===== src/rtl/core/assert_macros.svh =====
// ----------------------------------------------------------------------------
// Assertion macros shared by the deframer RTL
// Clocked assertions sampled on clk and disabled while rst_n is low.
// ----------------------------------------------------------------------------
`ifndef ASSERT_MACROS_SVH
`define ASSERT_MACROS_SVH

// Property checked at every rising edge of clk outside reset
`define ASSERT_CLK(label, prop, msg) \
  label: assert property (@(posedge clk) disable iff (!rst_n) (prop)) else $error(msg);

// Condition that must never hold outside reset
`define ASSERT_NEVER(label, cond, msg) \
  `ASSERT_CLK(label, !(cond), msg)

`endif


===== src/rtl/core/dsd_pkg.sv =====
// ----------------------------------------------------------------------------
// dsd_pkg
// Types and codes shared by the escape-stuffed packet deframer modules.
// ----------------------------------------------------------------------------
package dsd_pkg;

  // Parser phase; code 7 is unused and treated as hunting
  typedef enum logic [2:0] {
    PH_HUNT  = 3'd0,
    PH_ID    = 3'd1,
    PH_SIZE  = 3'd2,
    PH_DATA  = 3'd3,
    PH_CSUM  = 3'd4,
    PH_TRAIL = 3'd5,
    PH_END   = 3'd6
  } phase_t;

  // Result kind
  typedef enum logic [1:0] {
    KIND_DATA = 2'd0,
    KIND_DONE = 2'd1,
    KIND_ERR  = 2'd2
  } kind_t;

  // Error codes
  typedef enum logic [2:0] {
    ERR_NONE      = 3'd0,
    ERR_NO_HEADER = 3'd1,
    ERR_OVERSIZE  = 3'd2,
    ERR_NO_TRAIL  = 3'd3,
    ERR_NO_END    = 3'd4
  } err_t;

  // Configuration register indexes
  localparam logic [1:0] REG_ESCAPE  = 2'd0;
  localparam logic [1:0] REG_END     = 2'd1;
  localparam logic [1:0] REG_MAX_LEN = 2'd2;

  // Reset values of the configuration registers
  localparam logic [7:0] ESCAPE_RST  = 8'd16;
  localparam logic [7:0] END_RST     = 8'd3;
  localparam logic [7:0] MAX_LEN_RST = 8'd255;

  // Result command passed from the parser to the output side
  typedef struct packed {
    kind_t      kind;
    logic [7:0] value;
    logic [7:0] packet_id;
    logic [7:0] payload_length;
    logic [7:0] byte_index;
    err_t       error_code;
  } dsd_cmd_t;

endpackage


===== src/rtl/core/dsd_front.sv =====
// ----------------------------------------------------------------------------
// dsd_front
// Byte parser: holds the configuration registers, unstuffs escaped bytes,
// tracks the frame phase and pushes one result command per emitting byte.
// ----------------------------------------------------------------------------
module dsd_front (
  input  logic              clk,
  input  logic              rst_n,
  // byte input
  input  logic              in_valid,
  output logic              in_stall,
  input  logic [7:0]        in_rx_byte,
  // configuration writes
  input  logic              cfg_we,
  input  logic [1:0]        cfg_index,
  input  logic [7:0]        cfg_wdata,
  // queue side
  input  logic              q_full,
  output logic              q_push,
  output dsd_pkg::dsd_cmd_t q_cmd
);
  import dsd_pkg::*;

  logic [7:0] escape_r, end_r, max_len_r;
  phase_t     phase_r, phase_nxt;
  logic       esc_pend_r, esc_pend_nxt;
  logic [7:0] id_r, id_nxt;
  logic [7:0] len_r, len_nxt;
  logic [7:0] cnt_r, cnt_nxt;
  logic [7:0] csum_r, csum_nxt;
  logic       accept;
  logic       stuffed;
  logic [7:0] cnt_inc;

  assign in_stall = q_full;
  assign accept   = in_valid && !q_full;
  assign stuffed  = (phase_r == PH_SIZE) || (phase_r == PH_DATA) || (phase_r == PH_CSUM);
  assign cnt_inc  = cnt_r + 8'd1;

  // Configuration registers
  always_ff @(posedge clk) begin
    if (!rst_n) begin
      escape_r  <= ESCAPE_RST;
      end_r     <= END_RST;
      max_len_r <= MAX_LEN_RST;
    end else if (cfg_we) begin
      unique case (cfg_index)
        REG_ESCAPE:  escape_r  <= cfg_wdata;
        REG_END:     end_r     <= cfg_wdata;
        REG_MAX_LEN: max_len_r <= cfg_wdata;
        default: ;
      endcase
    end
  end

  // Parser state registers
  always_ff @(posedge clk) begin
    if (!rst_n) begin
      phase_r    <= PH_HUNT;
      esc_pend_r <= 1'b0;
      id_r       <= '0;
      len_r      <= '0;
      cnt_r      <= '0;
      csum_r     <= '0;
    end else if (accept) begin
      phase_r    <= phase_nxt;
      esc_pend_r <= esc_pend_nxt;
      id_r       <= id_nxt;
      len_r      <= len_nxt;
      cnt_r      <= cnt_nxt;
      csum_r     <= csum_nxt;
    end
  end

  // Next state and result command
  always_comb begin
    phase_nxt    = phase_r;
    esc_pend_nxt = esc_pend_r;
    id_nxt       = id_r;
    len_nxt      = len_r;
    cnt_nxt      = cnt_r;
    csum_nxt     = csum_r;
    q_push       = 1'b0;
    q_cmd.kind           = KIND_ERR;
    q_cmd.value          = '0;
    q_cmd.packet_id      = id_r;
    q_cmd.payload_length = len_r;
    q_cmd.byte_index     = '0;
    q_cmd.error_code     = ERR_NONE;

    if (stuffed && !esc_pend_r && (in_rx_byte == escape_r)) begin
      // escape inside a stuffed field: drop it, take the next byte as is
      esc_pend_nxt = 1'b1;
    end else begin
      if (stuffed) esc_pend_nxt = 1'b0;
      unique case (phase_r)
        PH_ID: begin
          id_nxt    = in_rx_byte;
          phase_nxt = PH_SIZE;
        end
        PH_SIZE: begin
          len_nxt = in_rx_byte;
          cnt_nxt = '0;
          if (in_rx_byte > max_len_r) begin
            q_push               = accept;
            q_cmd.payload_length = in_rx_byte;
            q_cmd.error_code     = ERR_OVERSIZE;
            phase_nxt            = PH_HUNT;
            esc_pend_nxt         = 1'b0;
          end else begin
            phase_nxt = (in_rx_byte == 8'd0) ? PH_CSUM : PH_DATA;
          end
        end
        PH_DATA: begin
          q_push           = accept;
          q_cmd.kind       = KIND_DATA;
          q_cmd.value      = in_rx_byte;
          q_cmd.byte_index = cnt_r;
          cnt_nxt          = cnt_inc;
          if (cnt_inc >= len_r) phase_nxt = PH_CSUM;
        end
        PH_CSUM: begin
          csum_nxt  = in_rx_byte;
          phase_nxt = PH_TRAIL;
        end
        PH_TRAIL: begin
          if (in_rx_byte != escape_r) begin
            q_push           = accept;
            q_cmd.error_code = ERR_NO_TRAIL;
            phase_nxt        = PH_HUNT;
            esc_pend_nxt     = 1'b0;
          end else begin
            phase_nxt = PH_END;
          end
        end
        PH_END: begin
          q_push       = accept;
          phase_nxt    = PH_HUNT;
          esc_pend_nxt = 1'b0;
          if (in_rx_byte != end_r) begin
            q_cmd.error_code = ERR_NO_END;
          end else begin
            q_cmd.kind  = KIND_DONE;
            q_cmd.value = csum_r;
          end
        end
        default: begin
          // hunting for the header escape (also the unused phase code)
          esc_pend_nxt = 1'b0;
          if (in_rx_byte == escape_r) begin
            phase_nxt = PH_ID;
          end else begin
            q_push               = accept;
            q_cmd.packet_id      = '0;
            q_cmd.payload_length = '0;
            q_cmd.error_code     = ERR_NO_HEADER;
            phase_nxt            = PH_HUNT;
          end
        end
      endcase
    end
  end

`include "assert_macros.svh"

  `ASSERT_CLK(a_esc_only_stuffed, esc_pend_r |-> stuffed, "escape pending outside a stuffed field")
  `ASSERT_CLK(a_cnt_below_len, (phase_r == PH_DATA) |-> (cnt_r < len_r), "data count reached length in data phase")

endmodule


===== src/rtl/core/dsd_queue.sv =====
// ----------------------------------------------------------------------------
// dsd_queue
// Short result queue between the parser and the output stage.
// ----------------------------------------------------------------------------
module dsd_queue #(
  parameter int DEPTH = 2
) (
  input  logic              clk,
  input  logic              rst_n,
  input  logic              push,
  input  dsd_pkg::dsd_cmd_t push_cmd,
  input  logic              pop,
  output logic              full,
  output logic              not_empty,
  output dsd_pkg::dsd_cmd_t head_cmd
);
  import dsd_pkg::*;

  localparam int PTR_W = (DEPTH > 1) ? $clog2(DEPTH) : 1;
  localparam int CNT_W = $clog2(DEPTH + 1);

  dsd_cmd_t           slot_r [DEPTH];
  logic [PTR_W-1:0]   wr_ptr_r, wr_ptr_nxt;
  logic [PTR_W-1:0]   rd_ptr_r, rd_ptr_nxt;
  logic [CNT_W-1:0]   count_r, count_nxt;

  assign full      = (count_r == CNT_W'(DEPTH));
  assign not_empty = (count_r != '0);
  assign head_cmd  = slot_r[rd_ptr_r];

  // Pointer and fill count update
  always_comb begin
    wr_ptr_nxt = wr_ptr_r;
    rd_ptr_nxt = rd_ptr_r;
    count_nxt  = count_r;
    if (push) wr_ptr_nxt = (wr_ptr_r == PTR_W'(DEPTH - 1)) ? '0 : wr_ptr_r + 1'b1;
    if (pop)  rd_ptr_nxt = (rd_ptr_r == PTR_W'(DEPTH - 1)) ? '0 : rd_ptr_r + 1'b1;
    if (push && !pop)      count_nxt = count_r + 1'b1;
    else if (pop && !push) count_nxt = count_r - 1'b1;
  end

  always_ff @(posedge clk) begin
    if (!rst_n) begin
      wr_ptr_r <= '0;
      rd_ptr_r <= '0;
      count_r  <= '0;
    end else begin
      wr_ptr_r <= wr_ptr_nxt;
      rd_ptr_r <= rd_ptr_nxt;
      count_r  <= count_nxt;
    end
  end

  // Slot storage
  always_ff @(posedge clk) begin
    if (push) slot_r[wr_ptr_r] <= push_cmd;
  end

`include "assert_macros.svh"

  `ASSERT_NEVER(a_no_overflow, push && full && !pop, "push into a full queue")
  `ASSERT_NEVER(a_no_underflow, pop && !not_empty, "pop from an empty queue")
  `ASSERT_CLK(a_empty_ptrs, (count_r == '0) |-> (wr_ptr_r == rd_ptr_r), "pointers differ while empty")

endmodule


===== src/rtl/core/dsd_back.sv =====
// ----------------------------------------------------------------------------
// dsd_back
// Output stage: takes result commands from the queue, marks the closing
// results and holds each result until the receiver takes it.
// ----------------------------------------------------------------------------
module dsd_back (
  input  logic              clk,
  input  logic              rst_n,
  // queue side
  input  logic              q_not_empty,
  input  dsd_pkg::dsd_cmd_t q_head,
  output logic              q_pop,
  // result output
  output logic              out_valid,
  input  logic              out_stall,
  output logic [1:0]        out_kind,
  output logic [7:0]        out_value,
  output logic [7:0]        out_packet_id,
  output logic [7:0]        out_payload_length,
  output logic [7:0]        out_byte_index,
  output logic [2:0]        out_error_code,
  output logic              out_last
);
  import dsd_pkg::*;

  logic     valid_r;
  dsd_cmd_t res_r;
  logic     last_r;
  logic     load;

  // Load when the output register is free or being drained
  assign load  = q_not_empty && (!valid_r || !out_stall);
  assign q_pop = load;

  always_ff @(posedge clk) begin
    if (!rst_n) begin
      valid_r <= 1'b0;
    end else if (load) begin
      valid_r <= 1'b1;
    end else if (!out_stall) begin
      valid_r <= 1'b0;
    end
  end

  // Result payload; frame-complete and error results close the frame
  always_ff @(posedge clk) begin
    if (load) begin
      res_r  <= q_head;
      last_r <= (q_head.kind != KIND_DATA);
    end
  end

  assign out_valid          = valid_r;
  assign out_kind           = res_r.kind;
  assign out_value          = res_r.value;
  assign out_packet_id      = res_r.packet_id;
  assign out_payload_length = res_r.payload_length;
  assign out_byte_index     = res_r.byte_index;
  assign out_error_code     = res_r.error_code;
  assign out_last           = last_r;

endmodule


===== src/rtl/core/dle_stuffed_packet_deframer_top.sv =====
// ----------------------------------------------------------------------------
// dle_stuffed_packet_deframer_top
// Escape-stuffed packet deframer: parser, result queue and output stage.
// ----------------------------------------------------------------------------
// One received byte is taken per clock cycle when in_stall is low; the parser
// updates its frame state as each byte is taken, so the sustained rate is one
// byte a cycle while in_stall stays low. A byte that produces a result reaches
// the output through the queue slot, written when the byte is taken, and then
// the output register.
// in_stall rises only when the QUEUE_DEPTH-entry result queue is full, which
// with QUEUE_DEPTH above one comes only from out_stall. Configuration writes take
// effect from the next byte and should be made between frames.
module dle_stuffed_packet_deframer_top #(
  parameter int QUEUE_DEPTH = 2
) (
  input  logic       clk,
  input  logic       rst_n,
  // byte input
  input  logic       in_valid,
  output logic       in_stall,
  input  logic [7:0] in_rx_byte,
  // result output
  output logic       out_valid,
  input  logic       out_stall,
  output logic [1:0] out_kind,
  output logic [7:0] out_value,
  output logic [7:0] out_packet_id,
  output logic [7:0] out_payload_length,
  output logic [7:0] out_byte_index,
  output logic [2:0] out_error_code,
  output logic       out_last,
  // configuration
  input  logic       cfg_we,
  input  logic [1:0] cfg_index,
  input  logic [7:0] cfg_wdata
);
  import dsd_pkg::*;

  logic     q_full, q_push, q_pop, q_not_empty;
  dsd_cmd_t q_cmd, q_head;

  // Parser
  dsd_front u_front (
    .clk        (clk),
    .rst_n      (rst_n),
    .in_valid   (in_valid),
    .in_stall   (in_stall),
    .in_rx_byte (in_rx_byte),
    .cfg_we     (cfg_we),
    .cfg_index  (cfg_index),
    .cfg_wdata  (cfg_wdata),
    .q_full     (q_full),
    .q_push     (q_push),
    .q_cmd      (q_cmd)
  );

  // Result queue
  dsd_queue #(
    .DEPTH (QUEUE_DEPTH)
  ) u_queue (
    .clk       (clk),
    .rst_n     (rst_n),
    .push      (q_push),
    .push_cmd  (q_cmd),
    .pop       (q_pop),
    .full      (q_full),
    .not_empty (q_not_empty),
    .head_cmd  (q_head)
  );

  // Output stage
  dsd_back u_back (
    .clk                (clk),
    .rst_n              (rst_n),
    .q_not_empty        (q_not_empty),
    .q_head             (q_head),
    .q_pop              (q_pop),
    .out_valid          (out_valid),
    .out_stall          (out_stall),
    .out_kind           (out_kind),
    .out_value          (out_value),
    .out_packet_id      (out_packet_id),
    .out_payload_length (out_payload_length),
    .out_byte_index     (out_byte_index),
    .out_error_code     (out_error_code),
    .out_last           (out_last)
  );

endmodule


===== config.mk =====
export PLATFORM = sky130hd
export DESIGN_NAME = dle_stuffed_packet_deframer_top
export DESIGN_NICKNAME = d
export VERILOG_FILES = /design/src/rtl/core/dsd_pkg.sv /design/src/rtl/core/dsd_front.sv /design/src/rtl/core/dsd_queue.sv /design/src/rtl/core/dsd_back.sv /design/src/rtl/core/dle_stuffed_packet_deframer_top.sv
export VERILOG_INCLUDE_DIRS = /design/src /design/src/rtl/core
export SDC_FILE = /design/constraint.sdc
export NUM_CORES = 1
export LEC_CHECK = 0
export BUFFER_PORTS_ARGS = -buffer_cell sky130_fd_sc_hd__clkbuf_2
export CORE_MARGIN = 4
export CORE_UTILIZATION = 40
export CTS_CLUSTER_DIAMETER = 40
export DETAILED_ROUTE_END_ITERATION = 12
export PLACE_DENSITY = 0.63
export SYNTH_ARGS = -nofsm -noshare
export SYNTH_HDL_FRONTEND = slang
export SYNTH_HIERARCHICAL = 1
export SYNTH_SLANG_ARGS = --single-unit

===== constraint.sdc =====
create_clock -name clk -period 5.1 [get_ports clk]
set_input_delay 0.255 -clock clk [delete_from_list [all_inputs] [get_ports clk]]
set_output_delay 0.255 -clock clk [all_outputs]
set_load 0.02 [all_outputs]

==> flow_summary.yaml, run 1 <==
run_status:
  status: "complete, no violations"
clock_tree:
  numClockSinks: 178
  clock_path_buffers: 2
  cts_root_buf: "clkbuf_16"
  htreeDepth: 4
  path_clk_slew_ns: 0.07
  hold_buffers: 0
  clock_latency_ns: 0.43
  cts_resized: 0
  cts_buffers: 17
  cts_setup_buffers: 0
  cts_tree: "done"
synthesis:
  synthDistinctLibCells: 71
  synthFlopType: "edfxtp_1"
  async_flop_share: 0
  synth_edf_count: 112
  syn_nets: 649
  postSynthAreaPerCell_sq_um: 12.72
  synth_warnings: 6
  synth.ff_latch_count: 178
  ys_seq_area_frac: 0.6056
  syn_inst: 608
  syn_area_sq_um: 7735
global_routing:
  grt_pass1_wl_microns: 26080
  track_usage: 0.1538
  grt_remaining_overflow: 0
  antenna_found_initial: 0
  grt_max_degree: 58
  grt_pass1_vias: 4790
cells_and_area:
  sequential_cell_area_sq_um: 4684
  multiInputGateArea_sq_um: 2784
  diodes: 0
  utilization: 0.4671
  drive_above_1_share: 0.2440
  final_area_sq_um: 8825
  final.fill_count: 1719
  nets: 700
  finalNonFillerCells: 932
  area_growth_pct: 14.09
placement:
  globalplace.congestion: 0.9261
  dp.cells: 900
  place_area_sq_um: 8220
  port_buffers: 62
  post-dp-hpwl_microns: 11380
worst_setup_path:
  critPathRequiredTime_ns: 5.14
  critPathKind: "register to register"
  critPathSlowestCell: "nor2b_4"
  start_kind: "register"
  crit_path_max_incr_delay_ns: 1.01
  path_depth: 6
  crit_chain: "nand2b_1 > nor2_1 > o21bai_1 > a31oi_1 > a2111oi_0 > nor2b_4"
  cp_top_family: "simple AND/OR/NAND/NOR gates"
  critical_path_arrival_ns: 3.81
  path_buf_inv: 0
  end_kind: "register"
  critPathMaxFanout: 38
  rr_worst_depth: 6
hold_path:
  hold_path.class: "input pin to register"
  hold_depth: 3
power:
  leakagePower_nw: 3.452
  power_density_nw_per_um2: 465.8
  ir_drop_mv: 0.2453
drt:
  wl_microns: 16310
  ant_nets: 0
  drc: 0
  num_vias: 4823
  dr.pass1.iters: 5
  drtIter0Drc: 294
  routedWlPerCell_microns: 17.50
  vias_per_cell: 5.175
floorplan:
  start_util: 0.4094
  fp.coreArea_sq_um: 18890
  fp-row-count: 50
  die_w_microns: 147.1
  ios: 63
  dieArea_sq_um: 21630
  die_h_microns: 147.1
timing:
  setup_viol_count_final: 0
  final_max_slew_viol_count: 0
  fin_worst_skew_ns: 0.008093
  fin_tns_setup_ns: 0
  tightestPinTransition_ns: 1.104
  grt_setup_unrepaired: "no"
  slew_headroom: 0.2448
  hold_viol_final: 0
  max_freq_mhz: 265.5
  fin_crit_ns: 3.766
  fin_crit_sh: 0.7384
job:
  drv_cap: 0
-- Yosys cell counts, types with 4 or more instances --
cell      number  area [sq um]
a21oi_1       12         60.06
a22o_1         7         61.31
a22oi_1        8         60.06
and2_1        14         87.58
and3_2         8         60.06
buf_2          9         45.04
buf_6          7         78.83
clkbuf_1      15         56.30
dfxtp_1       66          1321
edfxtp_1     112          3363
ha_1          18         225.2
inv_1         21         78.83
mux2_2        37         416.7
mux2i_1       39         390.4
nand2_1       49         183.9
nand3_1       13         65.06
nor2_1        47         176.4
nor2b_1        7         43.79
o211ai_1      12         90.09
o21ai_0        6         30.03
o31ai_1        4         30.03
xnor2_1        5         43.79
xor2_1        21         183.9
-- layer usage --
layer	vias up	GRT usage	routed length [microns]
met5	-	0	0
met4	0	0.05405	332
met3	30	0.03979	1080
met2	172	0.2380	7568
met1	2307	0.2108	7326
li1	2314	-	-
-- worst reg2reg max path, cell delays in order (launching register included) --
cell       delay (ns)
dfxtp_1          0.65
nand2b_1         0.25
nor2_1           0.10
o21bai_1         0.27
a31oi_1          0.13
a2111oi_0        0.94
nor2b_4          1.01
-- cells in the final DEF, fill, tap and decap left out, types with 3 or more instances in the layout --
| cell type | netlist | final |
|---|---|---|
| nand2_1 | 49 | 49 |
| nand3_1 | 13 | 13 |
| bufinv_16 | 0 | 3 |
| a22oi_1 | 8 | 8 |
| o31ai_1 | 4 | 4 |
| nor2b_1 | 7 | 6 |
| and2_1 | 14 | 14 |
| xnor2_1 | 5 | 5 |
| buf_4 | 3 | 5 |
| mux2i_1 | 39 | 39 |
| inv_6 | 0 | 5 |
| dfxtp_1 | 66 | 66 |
| edfxtp_1 | 112 | 112 |
| ha_1 | 18 | 18 |
| mux2_2 | 37 | 37 |
| clkbuf_2 | 0 | 62 |
| xor2_1 | 21 | 21 |
| o211ai_1 | 12 | 12 |
| a22o_1 | 7 | 7 |
| nand2b_1 | 3 | 3 |
| clkbuf_16 | 0 | 17 |
| or3_1 | 3 | 3 |
| nor4_1 | 3 | 3 |
| or2_1 | 3 | 3 |
| a21oi_1 | 12 | 12 |
| inv_1 | 21 | 21 |
| and3_2 | 8 | 8 |
| a2111oi_0 | 3 | 3 |
| nor2_1 | 47 | 47 |
| a21o_1 | 3 | 3 |
| o21ai_0 | 6 | 6 |
-- report_power, final --
group / internal (mW) / total [mW] / switching [mW] / leakage [nW]
registers: 1.87 / 1.95 / 0.0842 / 1.60
clock network: 0.777 / 1.33 / 0.549 / 0.290
logic: 0.294 / 0.831 / 0.537 / 1.57
-- registers in the layout, summed over array words and instances, names as in the netlist, 3 cells and up, named ones only --
register / flops
u_queue/slot_r: 74
u_back/out_byte_index: 8
u_back/out_packet_id: 8
u_back/out_payload_length: 8
u_back/out_value: 8
u_front/cnt_r: 8
u_front/csum_r: 8
u_front/end_r: 8
u_front/escape_r: 8
u_front/id_r: 8
u_front/len_r: 8
u_front/max_len_r: 8
u_back/out_error_code: 3
u_front/phase_r: 3
-- stage by stage --
stage | total power, mW | setup WS (ns) | hold WS [ns]
after CTS | 4.164 | 1.393 | 0.05704
after global routing | 4.309 | 1.187 | 0.08992
after detailed placement | 2.833 | 1.271 | 0.4602
after global placement | 2.825 | 1.443 | 0.4511
after floorplan | 2.579 | 0.5504 | 0.3725
final | 4.111 | 1.334 | 0.07661
-- kinds of logic after synthesis --
group	share of synthesized area
AND/OR/NAND/NOR	0.1161
XOR/XNOR	0.02944
flip-flops	0.6056
buffers and inverters	0.03688
multiplexers	0.1043
AO/OA/AOI/OAI	0.07846
adder cells (fa/ha/maj)	0.02912
-- final timing paths --
check | start | to | slack, ns
setup / recovery | u_front/phase_r[0]$_SDFFE_PN0P_ | u_queue/slot_r[0][5]$_DFFE_PP_ | 1.33
hold / removal | cfg_wdata[0] | u_front/end_r[0]$_SDFFE_PN1P_ | 0.08
setup reg to reg | u_front/phase_r[0]$_SDFFE_PN0P_ | u_queue/slot_r[0][5]$_DFFE_PP_ | 1.33
hold reg to reg | u_front/csum_r[3]$_SDFFE_PN0P_ | u_front/csum_r[3]$_SDFFE_PN0P_ | 0.47
-- final cells by class --
class / instances / area share
Inverter: 21 / 0.008932
Clock buffer: 18 / 0.04863
Tap cell: 260 / 0.03686
Multi-Input combinational cell: 374 / 0.3155
Sequential cell: 178 / 0.5308
Timing Repair Buffer: 67 / 0.03942
Clock inverter: 14 / 0.01985
No activity file was read; power rests on OpenSTA's default activity.
==> run 2, diff against run 1 <==
Settings changed: PLACE_DENSITY 0.63 to 0.65.
Clock period 5.1 ns to 3.1 ns, I/O delays scaled along.
==> flow_summary.yaml, run 2 (same netlist as run 1, synthesis figures left out) <==
run_status:
  status: "complete, no violations"
worst_setup_path:
  crit_start: "u_front/cnt_r[0]$_SDFFE_PN0P_"
  critPathRequiredTime_ns: 3.42
  end_kind: "register"
  r2r_start: "u_front/cnt_r[0]$_SDFFE_PN0P_"
  critPathKind: "register to register"
  crit_path_max_incr_delay_ns: 0.45
  start_kind: "register"
  rr_worst_depth: 11
  path_buf_inv: 0
  path_depth: 11
  crit_chain: "ha_1 > and3_1 > nand3_1 > xnor2_1 > ha_1 > a21o_1 > a2111oi_1 > o22ai_1 > o21ai_2 > nor2_1 > o221a_2"
  crit_top_cell: "ha_1"
  critical_path_arrival_ns: 3.29
  cp_top_family: "compound AO/OA/AOI/OAI gates"
  critPathSlowestCell: "a2111oi_1"
  ff2ff_setup_slack_ns: 0.13
  r2r-end: "u_front/phase_r[1]$_SDFFE_PN0P_"
  critPathMaxFanout: 6
floorplan:
  start_util: 0.4094
  fp.coreArea_sq_um: 18890
  dieArea_sq_um: 21630
  die_w_microns: 147.1
  die_h_microns: 147.1
  fp-row-count: 50
  ios: 63
hold_path:
  hold_depth: 3
  min_from: "cfg_wdata[7]"
  whs_endpoint: "u_front/end_r[7]$_SDFFE_PN0P_"
  hold_path.class: "input pin to register"
cells_and_area:
  area_growth_pct: 15.93
  mostFrequentLayoutCell: "edfxtp_1"
  utilization: 0.4746
  final_area_sq_um: 8967
  drive_above_1_share: 0.2573
  largest_register_ffs: 74
  diodes: 0
  largest-register: "u_queue/slot_r"
  nets: 716
  mostFrequentLayoutCells: "edfxtp_1, dfxtp_1, clkbuf_2"
power:
  power_density_nw_per_um2: 751.1
  ir_drop_mv: 0.4197
  leakagePower_nw: 3.525
drt:
  ant_nets: 0
  vias_per_cell: 5.192
  wl_microns: 15440
  drtIter0Drc: 389
  num_vias: 4922
  routedWlPerCell_microns: 16.29
  dr.pass1.iters: 5
  drc: 0
clock_tree:
  numClockSinks: 178
  htreeDepth: 4
  clock_latency_ns: 0.43
  cts_buffers: 17
  path_clk_slew_ns: 0.07
  cts_root_buf: "clkbuf_16"
  cts_setup_buffers: 0
  clock_path_buffers: 2
  cts_tree: "done"
global_routing:
  track_usage: 0.1472
  grt_max_degree: 40
  grt_remaining_overflow: 0
  antenna_found_initial: 0
  grt_pass1_wl_microns: 25170
  grt_pass1_vias: 5027
timing:
  fin_worst_skew_ns: 0.01177
  grt_setup_unrepaired: "no"
  worst_hold_slack_ns: 0.02229
  max_freq_mhz: 336.2
  fin_tns_setup_ns: 0
  fin_crit_ns: 2.974
  final_max_slew_viol_count: 0
  hold_viol_final: 0
  slew_headroom: 0.4950
  setup_viol_count_final: 0
  fin_crit_sh: 0.9594
  tightestPinTransition_ns: 0.7566
placement:
  post-dp-hpwl_microns: 10530
  globalplace.congestion: 0.8640
  place_area_sq_um: 8337
  port_buffers: 62
job:
  drv_cap: 0
==> run 2: layout make-up <==
class / instances / area (sq um)
flip-flops and latches: 178 / 4684
inverters: 21 / 78.83
clock inverters: 14 / 156.4
clock buffers: 18 / 429.2
multi-input cells: 374 / 2790
fillers: 1694 / 9926
repair buffers: 83 / 503.0
well taps: 260 / 325.3
==> run 2: per-stage QoR <==
step	std cells	setup WS, ns	power [mW]
4_1_cts	948	0.02998	6.828
3_3_place_gp	912	0.2562	4.653
2_1_floorplan	608	0.08510	4.226
6_report	948	0.1259	6.735
5_1_grt	948	0.006295	7.061
3_5_place_dp	912	0.08445	4.699
==> run 2: where the power goes <==
part	total (mW)	switching [mW]	leakage, nW	internal [mW]
sequential	3.20	0.133	1.60	3.07
combinational	1.41	0.889	1.65	0.525
clock	2.12	0.919	0.276	1.20
==> run 2: layer usage <==
| layer | vias up | global-route usage | part of all wire | routed length [microns] |
|---|---|---|---|---|
| li1 | 2351 | - | - | - |
| met1 | 2408 | 0.1781 | 0.44 | 6728 |
| met2 | 138 | 0.2468 | 0.49 | 7616 |
| met3 | 25 | 0.04041 | 0.050 | 772 |
| met4 | 0 | 0.06477 | 0.021 | 325 |
| met5 | - | 0 | 0 | 0 |
==> run 2: worst max path at each step <==
stage	endpoint	slack [ns]
floorplan	u_queue/slot_r[0][0]$_DFFE_PP_	0.09
global placement	u_front/phase_r[1]$_SDFFE_PN0P_	0.26
detailed placement	u_front/phase_r[2]$_SDFFE_PN0P_	0.08
CTS	u_front/phase_r[2]$_SDFFE_PN0P_	0.03
global route	u_front/phase_r[2]$_SDFFE_PN0P_	0.006
finish	u_front/phase_r[1]$_SDFFE_PN0P_	0.13
==> run 2: tightest hold or removal path, delay by kind of cell <==
family / cells / cell delay, ns
buffers and inverters: 1 / 0.12
muxes: 1 / 0.07
and+or+nand+nor: 1 / 0.07
==> run 2: what timing repair did <==
action	4_1_cts	5_1_grt
hold buffers	4	0
setup endpoints to repair	1	2
endpoints found under the hold margin	7	0
resized for setup	1	2
cloned	0	0
==> run 3, diff against run 2 <==
Settings changed: SYNTH_HIERARCHICAL 1 to unset.
==> flow_summary.yaml, run 3 <==
synthesis:
  synthDistinctLibCells: 56
  syn_inst: 596
  synth_top_area_frac: 0.4395
  ys_top_cells_by_area: "edfxtp_1, dfxtp_1, mux2_2"
  syn_nets: 637
  syn_area_sq_um: 7652
  yosysTopAreaCell: "edfxtp_1"
  synthFlopType: "edfxtp_1"
  postSynthAreaPerCell_sq_um: 12.84
  synth_top_family_by_area: "multiplexers"
  synth_warnings: 0
  synth_edf_count: 112
  ys_seq_area_frac: 0.6122
  synth_fa_ha_area_frac: 0.02943
  synthMuxAreaShare: 0.1068
  async_flop_share: 0
  synth_compound_area_frac: 0.07865
  synth.ff_latch_count: 178
  synth.most_common_cell: "edfxtp_1"
  synthXorXnorAreaFrac: 0.02861
  synth_simple_gate_area_share: 0.1055
  synth_common_cells: "edfxtp_1, dfxtp_1, nor2_1"
global_routing:
  grt_max_degree: 44
  grt_pass1_vias: 4875
  antenna_found_initial: 0
  grt_pass1_wl_microns: 25230
  grt_remaining_overflow: 0
  track_usage: 0.1478
timing:
  final_max_slew_viol_count: 0
  fin_worst_skew_ns: 0.01038
  grt_setup_unrepaired: "no"
  setup_viol_count_final: 0
  slew_headroom: 0.5236
  tightestPinTransition_ns: 0.7146
  fin_crit_sh: 0.8527
  fin_tns_setup_ns: 0
  fin_crit_ns: 2.643
  hold_viol_final: 0
  setup_slack_ns: 0.4565
  max_freq_mhz: 378.3
worst_setup_path:
  crit_path_max_incr_delay_ns: 0.41
  critical_path_arrival_ns: 3.00
  r2r_start: "u_front.max_len_r[1]$_SDFFE_PN1P_"
  crit_start: "u_front.max_len_r[1]$_SDFFE_PN1P_"
  ff2ff_setup_slack_ns: 0.46
  critPathKind: "register to register"
  cp_top_family: "compound AO/OA/AOI/OAI gates"
  end_kind: "register"
  crit_chain: "inv_1 > ha_1 > nor2b_1 > o211ai_1 > a21o_1 > a21o_1 > a221oi_2 > ha_1 > or3_1 > a21oi_1"
  critPathSlowestCell: "a221oi_2"
  critPathMaxFanout: 4
  start_kind: "register"
  path_buf_inv: 1
  r2r-end: "u_queue.count_r[1]$_SDFFE_PN0P_"
  rr_worst_depth: 10
  critPathRequiredTime_ns: 3.45
  path_depth: 10
cells_and_area:
  multiInputGateArea_sq_um: 2678
  nets: 700
  mostFrequentLayoutCell: "edfxtp_1"
  mostFrequentLayoutCells: "edfxtp_1, dfxtp_1, clkbuf_2"
  largest-register: "u_queue.slot_r"
  largest_register_ffs: 74
  drive_above_1_share: 0.2336
  final.fill_count: 1690
  diodes: 0
  area_growth_pct: 14.37
  sequential_cell_area_sq_um: 4684
  final_area_sq_um: 8752
hold_path:
  min_from: "cfg_wdata[5]"
  hold_depth: 3
  whs_endpoint: "u_front.max_len_r[5]$_SDFFE_PN1P_"
  hold_path.class: "input pin to register"
placement:
  globalplace.congestion: 0.8483
  port_buffers: 62
  place_area_sq_um: 8178
  post-dp-hpwl_microns: 10500
  pre_cts_ws_ns: 0.3773
drt:
  wl_microns: 15270
  routed.top_layer: "met4"
  num_vias: 4772
  met3WireLength_microns: 751
  routedWlPerCell_microns: 16.85
  m1WireLength_microns: 6862
  drtIter0Drc: 305
  ant_nets: 0
  dr.pass1.iters: 5
  vias_per_cell: 5.267
  drc: 0
  wl_met2_microns: 7438
clock_tree:
  numClockSinks: 178
  cts_setup_buffers: 0
  path_clk_slew_ns: 0.06
  cts_root_buf: "clkbuf_16"
  htreeDepth: 4
  clock_latency_ns: 0.42
  cts_tree: "done"
  cts_buffers: 17
  clock_path_buffers: 2
floorplan:
  ios: 63
  die_w_microns: 146.3
  die_h_microns: 146.3
  start_util: 0.4077
  fp.coreArea_sq_um: 18770
  fp-row-count: 50
  dieArea_sq_um: 21410
job:
  drv_cap: 0
power:
  power_density_nw_per_um2: 804.6
  ir_drop_mv: 0.3672
  leakagePower_nw: 3.347
run_status:
  status: "complete, no violations"
==> run 3: cell types whose count changed after synthesis, moves of 8 or more <==
cell,change
and2_1,-9
and3_1,+9
and3_2,-8
nand2_1,-17
nor2_1,+11
==> run 3: logic make-up (layout without fill, tap and decap cells) <==
kind of cell / after synthesis / in the layout
simple gates: 162 / 162
buf+inv: 58 / 134
compound gates: 78 / 78
flops: 178 / 178
fa+ha+maj: 18 / 18
xor+xnor: 25 / 25
mux: 77 / 77
==> run 3: area by class of cell <==
type	instances	area share
Inverter	24	0.01029
Sequential cell	178	0.5352
Multi-Input combinational cell	360	0.3059
Clock inverter	13	0.01272
Clock buffer	19	0.04946
Timing Repair Buffer	78	0.05289
Tap cell	234	0.03345
==> run 3: stage by stage <==
step           hold slack (ns)    util  total power, mW  cells
2_1_floorplan           0.2801       -            4.557    596
3_3_place_gp            0.4186  0.4357            5.074    871
3_5_place_dp            0.4261  0.4357            5.132    871
4_1_cts               0.009484  0.4663            7.128    906
5_1_grt                0.02067  0.4663            7.405    906
6_report               0.02268  0.4663            7.042    906
==> run 3: worst min-delay path, stage by stage <==
cell and delay [ns]:
clkbuf_2 0.11, nand2_1 0.06, o211ai_1 0.08
==> run 3: repair_timing <==
action                    4_1_cts  5_1_grt
hold endpoints to repair        3        0
gates resized for setup         0        0
hold buffers                    3        0
==> run 3: worst max path at each step <==
stage,end
floorplan,u_queue.slot_r[0][0]$_DFFE_PP_
global placement,u_queue.count_r[1]$_SDFFE_PN0P_
detailed placement,u_queue.count_r[1]$_SDFFE_PN0P_
CTS,u_queue.count_r[1]$_SDFFE_PN0P_
global route,u_front.phase_r[1]$_SDFFE_PN0P_
finish,u_queue.count_r[1]$_SDFFE_PN0P_
==> run 3: report_power, final <==
part / switching [mW] / total (mW) / internal [mW]
clock network: 0.886 / 1.99 / 1.11
logic: 1.07 / 1.69 / 0.624
registers: 0.195 / 3.36 / 3.16
==> run 3: per-layer routing <==
| metal | global-route usage | vias up |
|---|---|---|
| li1 | - | 2297 |
| met1 | 0.1907 | 2319 |
| met2 | 0.2408 | 140 |
| met3 | 0.03973 | 16 |
| met4 | 0.05315 | 0 |
| met5 | 0 | - |
